--- src/ntp_pkg.sv ---
// ----------------------------------------------------------------------------
// ntp_pkg: shared types and constants for the nucleotide triplet packer
// Request payloads, packing constants and the byte-to-base mapping.
// ----------------------------------------------------------------------------
package ntp_pkg;

  typedef struct packed {
    logic [7:0] symbol;
    logic       flush;
  } in_item_t;

  typedef struct packed {
    logic [7:0] code;
    logic [1:0] group_size;
    logic       bad_symbol;
  } out_item_t;

  typedef logic [2:0] base_t;

  localparam base_t BASE_A   = 3'd0;
  localparam base_t BASE_C   = 3'd1;
  localparam base_t BASE_G   = 3'd2;
  localparam base_t BASE_N   = 3'd3;
  localparam base_t BASE_T   = 3'd4;
  localparam base_t BASE_BAD = 3'd5;

  localparam logic [7:0] RADIX       = 8'd5;
  localparam logic [7:0] RADIX_SQ    = 8'd25;
  localparam logic [7:0] PAIR_BASE   = 8'd125;
  localparam logic [7:0] SINGLE_BASE = 8'd150;
  localparam logic [7:0] CODE_BAD    = 8'd0;

  localparam logic [1:0] SIZE_SINGLE = 2'd1;
  localparam logic [1:0] SIZE_PAIR   = 2'd2;
  localparam logic [1:0] SIZE_TRIPLE = 2'd3;

  // case-insensitive ACGNT lookup, anything else maps to BASE_BAD
  function automatic base_t map_symbol(input logic [7:0] ch);
    base_t v;
    case (ch)
      8'h41, 8'h61: v = BASE_A;
      8'h43, 8'h63: v = BASE_C;
      8'h47, 8'h67: v = BASE_G;
      8'h4E, 8'h6E: v = BASE_N;
      8'h54, 8'h74: v = BASE_T;
      default:      v = BASE_BAD;
    endcase
    return v;
  endfunction

endpackage

--- src/ntp_core.sv ---
// ----------------------------------------------------------------------------
// ntp_core: group state and code computation
// Holds up to two pending bases; forms the group code for one request.
// ----------------------------------------------------------------------------
module ntp_core (
  input  logic               clk,
  input  logic               rst_n,
  input  logic               item_fire,
  input  ntp_pkg::in_item_t  item,
  output logic               res_valid,
  output ntp_pkg::out_item_t res
);

  ntp_pkg::base_t first_r, first_nxt;
  ntp_pkg::base_t second_r, second_nxt;
  logic [1:0]     cnt_r, cnt_nxt;
  logic           bad_r, bad_nxt;

  ntp_pkg::base_t v_raw;
  ntp_pkg::base_t v;
  logic           sym_bad;
  logic [7:0]     a8, b8, v8;
  logic [7:0]     code_raw;
  logic           grp_bad;

  assign v_raw   = ntp_pkg::map_symbol(item.symbol);
  assign sym_bad = (v_raw == ntp_pkg::BASE_BAD);
  assign v       = sym_bad ? ntp_pkg::BASE_A : v_raw;
  assign a8      = {5'd0, first_r};
  assign b8      = {5'd0, second_r};
  assign v8      = {5'd0, v};

  always_comb begin
    first_nxt      = first_r;
    second_nxt     = second_r;
    cnt_nxt        = cnt_r;
    bad_nxt        = bad_r;
    res_valid      = 1'b0;
    code_raw       = ntp_pkg::CODE_BAD;
    grp_bad        = bad_r;
    res.group_size = ntp_pkg::SIZE_TRIPLE;
    if (item.flush) begin
      if (cnt_r != 2'd0) begin
        res_valid = 1'b1;
        if (cnt_r == 2'd1) begin
          res.group_size = ntp_pkg::SIZE_SINGLE;
          code_raw       = ntp_pkg::SINGLE_BASE + a8;
        end else begin
          res.group_size = ntp_pkg::SIZE_PAIR;
          code_raw       = ntp_pkg::PAIR_BASE + ntp_pkg::RADIX * a8 + b8;
        end
        first_nxt  = ntp_pkg::BASE_A;
        second_nxt = ntp_pkg::BASE_A;
        cnt_nxt    = 2'd0;
        bad_nxt    = 1'b0;
      end
    end else begin
      case (cnt_r)
        2'd0: begin
          first_nxt = v;
          bad_nxt   = sym_bad;
          cnt_nxt   = 2'd1;
        end
        2'd1: begin
          second_nxt = v;
          bad_nxt    = bad_r | sym_bad;
          cnt_nxt    = 2'd2;
        end
        default: begin
          res_valid  = 1'b1;
          grp_bad    = bad_r | sym_bad;
          code_raw   = ntp_pkg::RADIX_SQ * a8 + ntp_pkg::RADIX * b8 + v8;
          first_nxt  = ntp_pkg::BASE_A;
          second_nxt = ntp_pkg::BASE_A;
          cnt_nxt    = 2'd0;
          bad_nxt    = 1'b0;
        end
      endcase
    end
    res.bad_symbol = grp_bad;
    res.code       = grp_bad ? ntp_pkg::CODE_BAD : code_raw;
  end

  always_ff @(posedge clk) begin
    if (!rst_n) begin
      first_r  <= ntp_pkg::BASE_A;
      second_r <= ntp_pkg::BASE_A;
      cnt_r    <= 2'd0;
      bad_r    <= 1'b0;
    end else if (item_fire) begin
      first_r  <= first_nxt;
      second_r <= second_nxt;
      cnt_r    <= cnt_nxt;
      bad_r    <= bad_nxt;
    end
  end

endmodule

--- src/nucleotide_triplet_packer.sv ---
// ----------------------------------------------------------------------------
// nucleotide_triplet_packer: base-5 packing of sequence bytes into group codes
// Input register, packing core and output register.
// ----------------------------------------------------------------------------
// Takes one sequence byte per cycle while in_stall is low and emits a code for
// every third byte and for a flush that finds a partial group. A request is
// registered on entry, its group code is formed from the pending bases and
// lands in the output register. Throughput is one request per cycle while
// in_stall is low; out_stall back-pressures the input only when the output
// register is full and the request in the input register has a result to
// deliver.
module nucleotide_triplet_packer (
  input  logic               clk,
  input  logic               rst_n,
  input  logic               in_valid,
  output logic               in_stall,
  input  ntp_pkg::in_item_t  in_data,
  output logic               out_valid,
  input  logic               out_stall,
  output ntp_pkg::out_item_t out_data
);

  logic               s1_valid_r;
  ntp_pkg::in_item_t  s1_item_r;
  logic               core_res_valid;
  ntp_pkg::out_item_t core_res;
  logic               out_free;
  logic               s1_adv;
  logic               out_valid_r;
  ntp_pkg::out_item_t out_data_r;

  assign out_free = !out_valid_r || !out_stall;
  assign s1_adv   = s1_valid_r && (!core_res_valid || out_free);
  assign in_stall = s1_valid_r && !s1_adv;

  ntp_core u_core (
    .clk       (clk),
    .rst_n     (rst_n),
    .item_fire (s1_adv),
    .item      (s1_item_r),
    .res_valid (core_res_valid),
    .res       (core_res)
  );

  always_ff @(posedge clk) begin
    if (!rst_n) begin
      s1_valid_r <= 1'b0;
    end else if (!in_stall) begin
      s1_valid_r <= in_valid;
    end
  end

  always_ff @(posedge clk) begin
    if (!in_stall && in_valid) begin
      s1_item_r <= in_data;
    end
  end

  always_ff @(posedge clk) begin
    if (!rst_n) begin
      out_valid_r <= 1'b0;
    end else if (out_free) begin
      out_valid_r <= s1_adv && core_res_valid;
    end
  end

  always_ff @(posedge clk) begin
    if (out_free && s1_adv && core_res_valid) begin
      out_data_r <= core_res;
    end
  end

  assign out_valid = out_valid_r;
  assign out_data  = out_data_r;

  // a flagged group always carries the null code
  a_bad_code: assert property (@(posedge clk) disable iff (!rst_n)
    out_valid && out_data.bad_symbol |-> out_data.code == ntp_pkg::CODE_BAD)
    else $error("bad group with nonzero code");

  a_triple_range: assert property (@(posedge clk) disable iff (!rst_n)
    out_valid && out_data.group_size == ntp_pkg::SIZE_TRIPLE
      |-> out_data.code < ntp_pkg::PAIR_BASE)
    else $error("triplet code out of range");

  a_pair_range: assert property (@(posedge clk) disable iff (!rst_n)
    out_valid && out_data.group_size == ntp_pkg::SIZE_PAIR && !out_data.bad_symbol
      |-> out_data.code >= ntp_pkg::PAIR_BASE && out_data.code < ntp_pkg::SINGLE_BASE)
    else $error("pair code out of range");

  // back-pressure only comes from a full, stalled output register
  a_stall_cause: assert property (@(posedge clk) disable iff (!rst_n)
    in_stall |-> s1_valid_r && out_valid_r && out_stall)
    else $error("input stalled without output back-pressure");

endmodule

--- config.mk ---
export PLATFORM = sky130hd
export DESIGN_NAME = nucleotide_triplet_packer
export DESIGN_NICKNAME = d
export VERILOG_FILES = /design/src/ntp_pkg.sv /design/src/ntp_core.sv /design/src/nucleotide_triplet_packer.sv
export SDC_FILE = /design/constraint.sdc
export NUM_CORES = 1
export LEC_CHECK = 0
export BUFFER_PORTS_ARGS = -buffer_cell sky130_fd_sc_hd__buf_2
export CORE_UTILIZATION = 30
export CTS_CLUSTER_SIZE = 14
export DETAILED_ROUTE_END_ITERATION = 16
export HOLD_SLACK_MARGIN = 0.15
export PLACE_DENSITY_LB_ADDON = 0.05
export SYNTH_ARGS = -nofsm -noshare
export SYNTH_HDL_FRONTEND = slang
export SYNTH_SLANG_ARGS = --single-unit
--- constraint.sdc ---
create_clock -name clk -period 3.35 [get_ports clk]
set_input_delay 1.005 -clock clk [delete_from_list [all_inputs] [get_ports clk]]
set_output_delay 1.005 -clock clk [all_outputs]
set_load 0.02 [all_outputs]
; ---- Word level (Yosys, flattened, before mapping)
; Index checks and enable logic that the tools add are counted.
[word_totals]
wordCells = 83
regBits = 31
in_bits = 13
[classes]
n_mux = 23
n_bitwise = 1
eq_ne = 15
multipliers = 3
addsub = 5
reduce_logical = 25
[ops]
columns = cell, count
row1 = "8-bit by 7-bit == test with 1-bit output, second input constant", 10
row2 = 8-bit 2-to-1 mux, 4
row3 = 8-bit by 3-bit adder with 8-bit output, 2
row4 = 3-bit one-hot mux with 5 select lines, 1
row5 = "3-bit by 3-bit multiplier with 6-bit output, first input constant", 2
row6 = 3-bit 2-to-1 mux, 4
row7 = 3-bit one-hot mux with 2 select lines, 2
row8 = 2-bit OR reduction, 6
row9 = "7-bit by 8-bit adder with 8-bit output, first input constant", 1
row10 = "8-bit by 3-bit adder with 8-bit output, first input constant", 1
row11 = 8-bit adder, 1
row12 = "5-bit by 3-bit multiplier with 8-bit output, first input constant", 1
row13 = 1-bit 2-to-1 mux, 7
row14 = 1-bit logical AND, 6
row15 = 2-bit 2-to-1 mux, 3
row16 = 3-bit AND reduction, 2
row17 = 1-bit logical NOT, 5
row18 = "2-bit != test, second input constant", 2
row19 = 2-bit one-hot mux with 2 select lines, 1
row20 = 2-bit AND reduction, 2
row21 = "3-bit == test, second input constant", 1
row22 = "2-bit by 1-bit == test with 1-bit output, second input constant", 1
row23 = 2-bit logical NOT, 1
row24 = 1-bit logical OR, 2
row25 = 4 further kinds, 4

; ---- Depth between registers and ports, before layout
; Gate-level depths: netlist of run 1.
[depth]
word_depth = 11
depth_mapped = 12
depth_no_buf = 12

; ---- Cells and area by module
; A second synthesis of run 1 with hierarchy kept.
[hier_totals]
cells_unflattened = 228
hier_area_um2 = 2311.0
[modules_own_cells]
columns = mod, n_inst, area_per_inst_um2, cells_per_inst, seq_area_each_um2
row1 = ntp_core, 1, 1615.3, 197, 180.2
row2 = nucleotide_triplet_packer, 1, 695.7, 31, 640.6

; ---- Worst setup path after synthesis of run 1
; Ideal clock, no wire load.
[synth_path]
path_type = register to register
startpoint = reg s1_item_r[5] in the netlist's numbering
endpoint = reg out_data_r, in the netlist out_data[8] (data pin)
path_slack_ps = 320
path_stages_with_launch = 10
period_less_slack_ps = 3030
t_required_ps = 3198
arrival_ps = 2879
n_path_buf = 0
path_cell_list = edfxtp_1 nand4bb_1 nor3b_1 fa_1 ha_1 fa_1 a211oi_1 nor2_1 or3_1 a31oi_1
[synth_via]
elab_chain_cells = 8
word_cells_on_any_way = 24
[synth_rtl]
columns = element, line
row1 = start: declaration, nucleotide_triplet_packer.sv:24  ; ntp_pkg::in_item_t s1_item_r;
row2 = start signal: assignment, nucleotide_triplet_packer.sv:55  ; s1_item_r <= in_data;
row3 = 8-bit by 7-bit == test with 1-bit output, ntp_pkg.sv:40  ; case (ch)
row4 = 2-bit OR reduction, ntp_pkg.sv:40
row5 = 3-bit one-hot mux with 5 select lines *, ntp_pkg.sv:40
row6 = 3-bit == test, ntp_core.sv:27  ; assign sym_bad = (v_raw == ntp_pkg::BASE_BAD);
row7 = 3-bit 2-to-1 mux, ntp_core.sv:28  ; assign v = sym_bad ? ntp_pkg::BASE_A : v_raw;
row8 = 8-bit by 3-bit adder with 8-bit output, ntp_core.sv:72  ; code_raw = ntp_pkg::RADIX_SQ * a8 + ntp_pkg::RADIX * b8 + v8;
row9 = 8-bit 2-to-1 mux, ntp_core.sv:58  ; case (cnt_r)
row10 = 8-bit 2-to-1 mux, ntp_core.sv:42  ; if (item.flush) begin
row11 = end signal: assignment, nucleotide_triplet_packer.sv:69  ; out_data_r <= core_res;
row12 = end: declaration, nucleotide_triplet_packer.sv:30  ; ntp_pkg::out_item_t out_data_r;
; Mark *: on every way between the ends. The rest lies on a longest branch, timed or not.
; A chain may end at the register's enable or synchronous reset.

; ---- Final worst setup path of run 1
[layout_path]
startpoint = reg s1_item_r[4] in the netlist's numbering
endpoint = reg out_data_r, in the netlist out_data[8] (data pin)
; The elaborated chain is that of the path after synthesis.

==> flow_summary.yaml, run 1 <==
outcome:
  status: "complete, no violations"
critical_path:
  worstPathRequired_ns: 3.48
  critical_path_arrival_ns: 3.31
  cp_max_fo: 5
  worstSetupPathType: "register to register"
  critical-path-slowest-cell: "edfxtp_1"
  setup.worst_path.start: "s1_item_r[4]"
  crit_path_end_kind: "register"
  cpMostUsedCell: "fa_1"
  critical_path.reg2reg.startpoint: "s1_item_r[4]"
  max_stage_delay_ns: 0.45
  crit_path_cell_trace: "xnor2_1 > nor3b_1 > buf_4 > fa_1 > ha_1 > fa_1 > a211oi_1 > nor2_1 > or3_1 > a31oi_1"
  critPathLaunchType: "register"
sta:
  maxSlewViolCount: 0
  final.hold.worst_slack_ns: 0.513
  final.setup_skew_ns: 0.00721
  timing.max_slew.rel_slack: 0.532
  timing.final.ws_setup_ns: 0.178
  tightest_slew_ns: 0.700
  timing.final.crit_period_ns: 3.17
  finalSetupViolCount: 0
  final-hold-violation-count: 0
  grt_setup_unrepaired: "false"
  max_freq_ghz: 0.315
  fin_tns_setup_ns: 0
  final_min_period_over_clock_period: 0.947
logic_synthesis:
  synthDominantCellAreaShare: 0.249
  synth_async_sr_flop_share: 0
  synth.top_cells.by_area: "edfxtp_1 25%, ha_1 19%, dfxtp_1 9.6%"
  post_synth.cell_area_avg_um2: 9.79
  ys_types: 56
  synthDominantAreaCellType: "edfxtp_1"
  synth_top_flop_cell: "edfxtp_1"
  syn_inst: 234
  yosys_register_bits: 30
  netlist_area_before_placement_um2: 2290
  most_common_cell_in_the_synthesized_netlist: "ha_1"
  yosys_warnings: 0
  post_synth_most_frequent_cells: "34 x ha_1, 27 x inv_1, 19 x edfxtp_1"
  synth.yosys.seq_area_share: 0.345
  syn-num-nets: 286
  post_synth_edffs: 19
clocking:
  cts-resized-gates: 0
  hold_buffers: 0
  cts-root-to-sink-buffers: 2
  post-cts-setup-buffer-count: 0
  numCtsBuffers: 5
  cts_tree: "done"
  clock_sink_count: 30
  ctsHtreeMaxLevel: 2
  cts_root_buffer: "clkbuf_8"
  clk-insertion-delay-late_ns: 0.29
  clkSlewWorstSetupHoldPaths_ns: 0.07
cells_and_area:
  finalNetCount: 323
  syn2layout_area_growth_pct: 17.1
  antenna_cells: 0
  final_layout_size_suffix_gt1_frac: 0.176
floorplan:
  effective_utilization_at_floorplan: 0.313
  floorplan.io_pins: 26
  design.die.area_um2: 7990
  dieWidth_um: 89.4
  dieHeight_um: 89.4
  num_rows: 31
  placeableCoreArea_um2: 7330
detailed_routing:
  final_antenna_net_count: 0
  vias_per_cell: 4.76
  drc_violation_count_after_routing: 0
  route.vias.total: 1765
  drt_iter0_markers: 114
  detail_route.wirelength_mm: 5.15
  drtPass1Iterations: 4
  detail_route.wl_per_cell_um: 13.9
pwr:
  power.density_cell_area_nw_per_um2: 293
  power.total_w: 0.000786
  vdd_ir_drop_max_mv: 0.163
  power_leakage_nw: 1.18
placement:
  port-buffer-count: 24
  dp_worst_setup_slack_ns: 0.198
  gp_congestion: 0.732
  detailed_place_hpwl_mm: 4.10
worst_hold_path:
  worstHoldStart: "u_core.bad_r"
  hp-class: "register to register"
job:
  cap_viol_max_count: 0
global_routing:
  residual_overflow_from_global_routing: 0
  largest_net_degree_at_the_start_of_global_routing: 20
  via_count_of_the_first_global_routing_pass: 1591
  first_pass_grt_wire_length_mm: 8.16
  grt_usage: 0.141
  antenna_found_initial: 0
cell usage in the layout, fill, tap and decap left out, types with 3 or more instances in the layout:
cell type,instances
buf_4,10
and3_1,4
o21ai_0,11
nor2_1,15
ha_1,34
nand2b_1,4
a21oi_1,12
a31oi_1,5
o21a_1,3
a211oi_1,5
dfxtp_1,11
edfxtp_1,19
clkbuf_8,6
nor2b_1,10
fa_1,5
xnor2_1,3
a21o_1,3
nand2_1,11
nor3_1,4
inv_1,27
buf_2,24
power breakdown:
| part | total, W | switching, W | leakage [nW] | internal (W) |
|---|---|---|---|---|
| sequential | 0.000414 | 0.00000959 | 0.249 | 0.000404 |
| clock | 0.000304 | 0.000139 | 0.0482 | 0.000165 |
| combinational | 0.0000674 | 0.0000391 | 0.882 | 0.0000283 |
stage by stage:
step | instances | util | cell area, um^2
global route | 371 | 0.366 | 2680
finish | 371 | 0.366 | 2680
floorplan | 234 | - | 2290
global placement | 363 | 0.354 | 2590
CTS | 371 | 0.366 | 2680
detailed placement | 363 | 0.354 | 2590
flip-flops by register name, indices dropped and copies added, names as in the netlist:
signal and flops:
out_data 11, s1_item_r 8, u_core.first_r 3, u_core.second_r 3, u_core.cnt_r 2, out_valid 1, s1_valid_r 1, u_core.bad_r 1
worst paths after layout:
check / end / slack, ns / cells after the start
worst min register to register: u_core.bad_r / 0.51 / 2
worst max-delay path: out_data[8] / 0.18 / 10
worst min-delay path: u_core.bad_r / 0.51 / 2
worst max register to register: out_data[8] / 0.18 / 10
final cells by class:
| class | count | area (um^2) |
|---|---|---|
| flip-flops and latches | 30 | 791 |
| clock buffers | 7 | 86.3 |
| multi-input cells | 173 | 1380 |
| clock inverters | 1 | 5.00 |
| repair buffers | 34 | 195 |
| fillers | 754 | 4650 |
| inverters | 27 | 101 |
| well taps | 99 | 124 |
critical path: cells and delay by family (launching register included):
kind | cells | cell delay (ns)
and+or+nand+nor | 3 | 0.71
xor gates and xnor gates | 1 | 0.16
AOI/OAI and AO/OA | 2 | 0.44
adders and majority gates | 3 | 1.12
DFF | 1 | 0.45
buffers and inverters | 1 | 0.16
metal layers:
metal,GRT usage,vias to the layer above,share of wire
met5,0,-,0
met4,0.0390,0,0.0099
met3,0.0332,4,0.028
met2,0.211,28,0.44
met1,0.201,807,0.53
li1,-,926,-
cell families after synthesis:
logic type      synth area share
simple gates               0.170
mux                      0.00874
compound gates             0.183
flops                      0.345
fa+ha+maj                  0.229
xor+xnor                  0.0115
buf+inv                   0.0519
Power figures use the tool's default switching activity.
==> run 2, diff against run 1 <==
--- a/config.mk
+++ b/config.mk
@@ -11,6 +11,7 @@
 export DETAILED_ROUTE_END_ITERATION = 16
 export HOLD_SLACK_MARGIN = 0.15
 export PLACE_DENSITY_LB_ADDON = 0.05
+export RECOVER_POWER = 25
 export SYNTH_ARGS = -nofsm -noshare
 export SYNTH_HDL_FRONTEND = slang
 export SYNTH_SLANG_ARGS = --single-unit
==> constraint.sdc (replaced) <==
create_clock -name clk -period 3.35 [get_ports clk]
set_input_delay 1.005 -clock clk [delete_from_list [all_inputs] [get_ports clk]]
set_output_delay 1.005 -clock clk [all_outputs]
set_load 0.005 [all_outputs]
==> run 2 against run 1 <==
Cell count did not move; clock-buffer cell count is the same; hold slack barely moved; sequential power about the same; largest power group unchanged.
==> flow_summary.yaml, run 2 (same netlist as run 1, synthesis figures left out) <==
global_routing:
  largest_net_degree_at_the_start_of_global_routing: 20
  via_count_of_the_first_global_routing_pass: 1591
  grt_usage: 0.141
  residual_overflow_from_global_routing: 0
  first_pass_grt_wire_length_mm: 8.16
  antenna_found_initial: 0
floorplan:
  placeableCoreArea_um2: 7330
  design.die.area_um2: 7990
  dieHeight_um: 89.4
  floorplan.io_pins: 26
  num_rows: 31
  dieWidth_um: 89.4
  effective_utilization_at_floorplan: 0.313
clocking:
  numCtsBuffers: 5
  ctsHtreeMaxLevel: 2
  cts_root_buffer: "clkbuf_8"
  clk-insertion-delay-late_ns: 0.29
  cts-resized-gates: 0
  hold_buffers: 0
  post-cts-setup-buffer-count: 0
  cts-root-to-sink-buffers: 2
  clock_sink_count: 30
  clkSlewWorstSetupHoldPaths_ns: 0.07
  cts_tree: "done"
detailed_routing:
  route.top_layer_used: "met4"
  route.met2.wl_mm: 2.24
  final_antenna_net_count: 0
  met1_length_mm: 2.75
  vias_per_cell: 4.74
  drt_iter0_markers: 115
  detail_route.wl_per_cell_um: 13.9
  drc_violation_count_after_routing: 0
  drtPass1Iterations: 4
  detail_route.wirelength_mm: 5.17
  met3WireLength_um: 136
  route.vias.total: 1758
critical_path:
  worstPathRequired_ns: 3.49
  critical_path_arrival_ns: 3.30
  cp_max_fo: 5
  crit_path_end_kind: "register"
  worstSetupPathType: "register to register"
  critPathLaunchType: "register"
worst_hold_path:
  hp-class: "register to register"
sta:
  finalSetupViolCount: 0
  timing.final.ws_setup_ns: 0.183
  max_freq_ghz: 0.316
  timing.max_slew.rel_slack: 0.532
  final_min_period_over_clock_period: 0.945
  final-hold-violation-count: 0
  maxSlewViolCount: 0
  final.setup_skew_ns: 0.00750
  timing.final.crit_period_ns: 3.17
  grt_setup_unrepaired: "false"
  tightest_slew_ns: 0.700
  fin_tns_setup_ns: 0
pwr:
  power.density_cell_area_nw_per_um2: 293
  vdd_ir_drop_max_mv: 0.162
  power_leakage_nw: 1.18
cells_and_area:
  final_area_um2: 2680
  mostFrequentLayoutCells: "34 x ha_1, 27 x inv_1, 24 x buf_2"
  final_layout_size_suffix_gt1_frac: 0.173
  largest_register_ff_count: 11
  layout.core_utilization: 0.366
  mostFrequentLayoutCell: "ha_1"
  finalNetCount: 323
  final_cells: 371
  antenna_cells: 0
  syn2layout_area_growth_pct: 17.0
placement:
  dp_worst_setup_slack_ns: 0.198
  port-buffer-count: 24
  area_after_detailed_placement_um2: 2590
  detailed_place_hpwl_mm: 4.10
  gp_congestion: 0.732
  placed_cells: 363
outcome:
  status: "complete, no violations"
job:
  cap_viol_max_count: 0
[run 2: cell count changes in the layout (fill, tap and decap cells not counted), sizes merged]
cell    previous run  this run
buf               34        33
clkbuf             7         8
[run 2: per-stage QoR]
step,hold WS (ns),total power [W]
finish,0.514,0.000784
global route,0.551,0.000818
CTS,0.509,0.000796
detailed placement,0.487,0.000488
global placement,0.482,0.000488
floorplan,0.445,0.000460
[run 2: report_power, final]
part | internal [W] | switching, W | total (W)
registers | 0.000404 | 0.00000965 | 0.000414
clock network | 0.000165 | 0.000140 | 0.000305
logic | 0.0000274 | 0.0000376 | 0.0000651
total | 0.000597 | 0.000187 | 0.000784
[run 2: worst paths after layout]
kind | from | end | slack (ns) | cells past startpoint
max reg2reg | s1_item_r[4] | out_data[8] | 0.18 | 10
max | s1_item_r[4] | out_data[8] | 0.18 | 10
min | u_core.bad_r | u_core.bad_r | 0.51 | 2
min reg2reg | u_core.bad_r | u_core.bad_r | 0.51 | 2
[run 2: cell type report]
type,instances,area (um^2)
timing repair buffer,34,191
clock buffer,7,86.3
clock inverter,1,5.00
multi-input combinational,173,1380
sequential,30,791
tap,99,124
inverter,27,101
fill,756,4650
[run 2: per-layer routing]
metal | track usage | vias up
met3 | 0.0332 | 4
met5 | 0 | -
met2 | 0.211 | 27
met4 | 0.0390 | 0
met1 | 0.201 | 801
li1 | - | 926
[run 2: worst max-delay path, cell delays in order (launching register included)]
cell	delay (ns)
edfxtp_1	0.45
xnor2_1	0.16
nor3b_1	0.21
buf_4	0.16
fa_1	0.41
ha_1	0.27
fa_1	0.44
a211oi_1	0.26
nor2_1	0.11
or3_1	0.39
a31oi_1	0.18
==> run 3, diff against run 2 <==
--- a/config.mk
+++ b/config.mk
@@ -7,6 +7,7 @@
 export LEC_CHECK = 0
 export BUFFER_PORTS_ARGS = -buffer_cell sky130_fd_sc_hd__buf_2
 export CORE_UTILIZATION = 30
+export CTS_BUF_LIST = sky130_fd_sc_hd__clkbuf_4 sky130_fd_sc_hd__clkbuf_8
 export CTS_CLUSTER_SIZE = 14
 export DETAILED_ROUTE_END_ITERATION = 16
 export HOLD_SLACK_MARGIN = 0.15
==> run 3 against run 2 <==
Total power rose by 0.94%; routed wire length fell by 0.25%; design area rose by 0.14%; combinational power barely moved; global-route usage did not move; largest cell class unchanged; sequential cell count did not move; largest power group unchanged; critical endpoint unchanged; register-to-register slack barely moved; worst setup slack got worse by 0.0035 ns.
==> flow_summary.yaml, run 3 (same netlist as run 1, synthesis figures left out) <==
global_routing:
  via_count_of_the_first_global_routing_pass: 1591
  antenna_found_initial: 0
  first_pass_grt_wire_length_mm: 8.16
  grt_usage: 0.141
  largest_net_degree_at_the_start_of_global_routing: 20
  residual_overflow_from_global_routing: 0
sta:
  timing.final.crit_period_ns: 3.17
  timing.max_slew.rel_slack: 0.532
  grt_setup_unrepaired: "false"
  final.setup_skew_ns: 0.00750
  finalSetupViolCount: 0
  tightest_slew_ns: 0.700
  final_min_period_over_clock_period: 0.947
  maxSlewViolCount: 0
  fin_tns_setup_ns: 0
  final-hold-violation-count: 0
  max_freq_ghz: 0.315
  timing.final.ws_setup_ns: 0.179
outcome:
  status: "complete, no violations"
pwr:
  power.density_cell_area_nw_per_um2: 295
  p_seq_frac: 0.523
  power_leakage_nw: 1.18
  power.combinational.fraction: 0.082
  power.clock.fraction: 0.395
  power_switching_share: 0.235
  p_int_w: 0.000605
  power.net_switching_w: 0.000186
  vdd_ir_drop_max_mv: 0.163
detailed_routing:
  detail_route.wl_per_cell_um: 13.9
  detail_route.wirelength_mm: 5.16
  drtPass1Iterations: 4
  vias_per_cell: 4.73
  final_antenna_net_count: 0
  route.vias.total: 1755
  drc_violation_count_after_routing: 0
  drt_iter0_markers: 115
cells_and_area:
  mostFrequentLayoutCells: "34 x ha_1, 27 x inv_1, 24 x buf_2"
  syn2layout_area_growth_pct: 17.1
  layout.core_utilization: 0.366
  antenna_cells: 0
  finalNetCount: 323
  final_layout_size_suffix_gt1_frac: 0.176
  mostFrequentLayoutCell: "ha_1"
  final_area_um2: 2680
  largest_register_ff_count: 11
critical_path:
  max_stage_delay_ns: 0.45
  critPathLaunchType: "register"
  worstPathRequired_ns: 3.48
  critical-path-slowest-cell: "edfxtp_1"
  cpMostUsedCell: "fa_1"
  cp_max_fo: 5
  worstSetupPathType: "register to register"
  critical_path_arrival_ns: 3.30
  crit_path_cell_trace: "xnor2_1 > nor3b_1 > buf_4 > fa_1 > ha_1 > fa_1 > a211oi_1 > nor2_1 > or3_1 > a31oi_1"
  crit_path_end_kind: "register"
clocking:
  post-cts-setup-buffer-count: 0
  clkSlewWorstSetupHoldPaths_ns: 0.07
  ctsHtreeMaxLevel: 2
  cts_root_buffer: "clkbuf_8"
  hold_buffers: 0
  cts-resized-gates: 0
  numCtsBuffers: 5
  clk-insertion-delay-late_ns: 0.29
  cts-root-to-sink-buffers: 2
  cts_tree: "done"
  clock_sink_count: 30
placement:
  gp_congestion: 0.732
  dp_worst_setup_slack_ns: 0.198
  port-buffer-count: 24
  area_after_detailed_placement_um2: 2590
  detailed_place_hpwl_mm: 4.10
worst_hold_path:
  hp-class: "register to register"
job:
  cap_viol_max_count: 0
floorplan:
  num_rows: 31
  design.die.area_um2: 7990
  dieWidth_um: 89.4
  dieHeight_um: 89.4
  effective_utilization_at_floorplan: 0.313
  floorplan.io_pins: 26
  placeableCoreArea_um2: 7330
==> run 3: cell counts in the layout (fill, tap and decap cells not counted) <==
Identical to the previous run, type by type.
==> run 3: cell type report <==
| cell class | instances | area, um^2 |
|---|---|---|
| Timing Repair Buffer | 34 | 191 |
| Fill cell | 756 | 4650 |
| Inverter | 27 | 101 |
| Clock buffer | 7 | 90.1 |
| Clock inverter | 1 | 5.00 |
| Multi-Input combinational cell | 173 | 1380 |
| Tap cell | 99 | 124 |
| Sequential cell | 30 | 791 |
==> run 3: layer usage <==
layer,vias to the layer above,GRT usage,routed length [um]
met5,-,0,0
met4,0,0.0390,51
met3,4,0.0332,143
met2,28,0.211,2240
met1,796,0.201,2720
li1,927,-,-
==> run 3: critical path: cells and delay by family, from the launching register on <==
kind	cells	cell delay (ns)
buf+inv	1	0.16
flops	1	0.45
xor+xnor	1	0.16
fa+ha+maj	3	1.12
simple gates	3	0.71
compound gates	2	0.44
==> run 3: per-stage QoR <==
stage / hold slack, ns / total power [W] / cells
global placement: 0.482 / 0.000488 / 363
global route: 0.551 / 0.000826 / 371
floorplan: 0.445 / 0.000460 / 234
detailed placement: 0.487 / 0.000488 / 363
finish: 0.517 / 0.000791 / 371
CTS: 0.509 / 0.000805 / 371
==> run 3: path summary, 6_finish.rpt <==
check             cells past startpoint      endpoint    startpoint  slack (ns)
setup / recovery                     10   out_data[8]  s1_item_r[4]        0.18
hold / removal                        2  u_core.bad_r  u_core.bad_r        0.52
setup reg to reg                     10   out_data[8]  s1_item_r[4]        0.18
hold reg to reg                       2  u_core.bad_r  u_core.bad_r        0.52
==> run 3: power by group through the flow <==
stage / Sequential, W / Combinational (W) / Clock [W]
after floorplan: 0.000420 / 0.0000404 / 0
after global placement: 0.000422 / 0.0000664 / 0
after detailed placement: 0.000422 / 0.0000660 / 0
after CTS: 0.000414 / 0.0000664 / 0.000324
after global routing: 0.000415 / 0.0000732 / 0.000338
final: 0.000414 / 0.0000651 / 0.000312
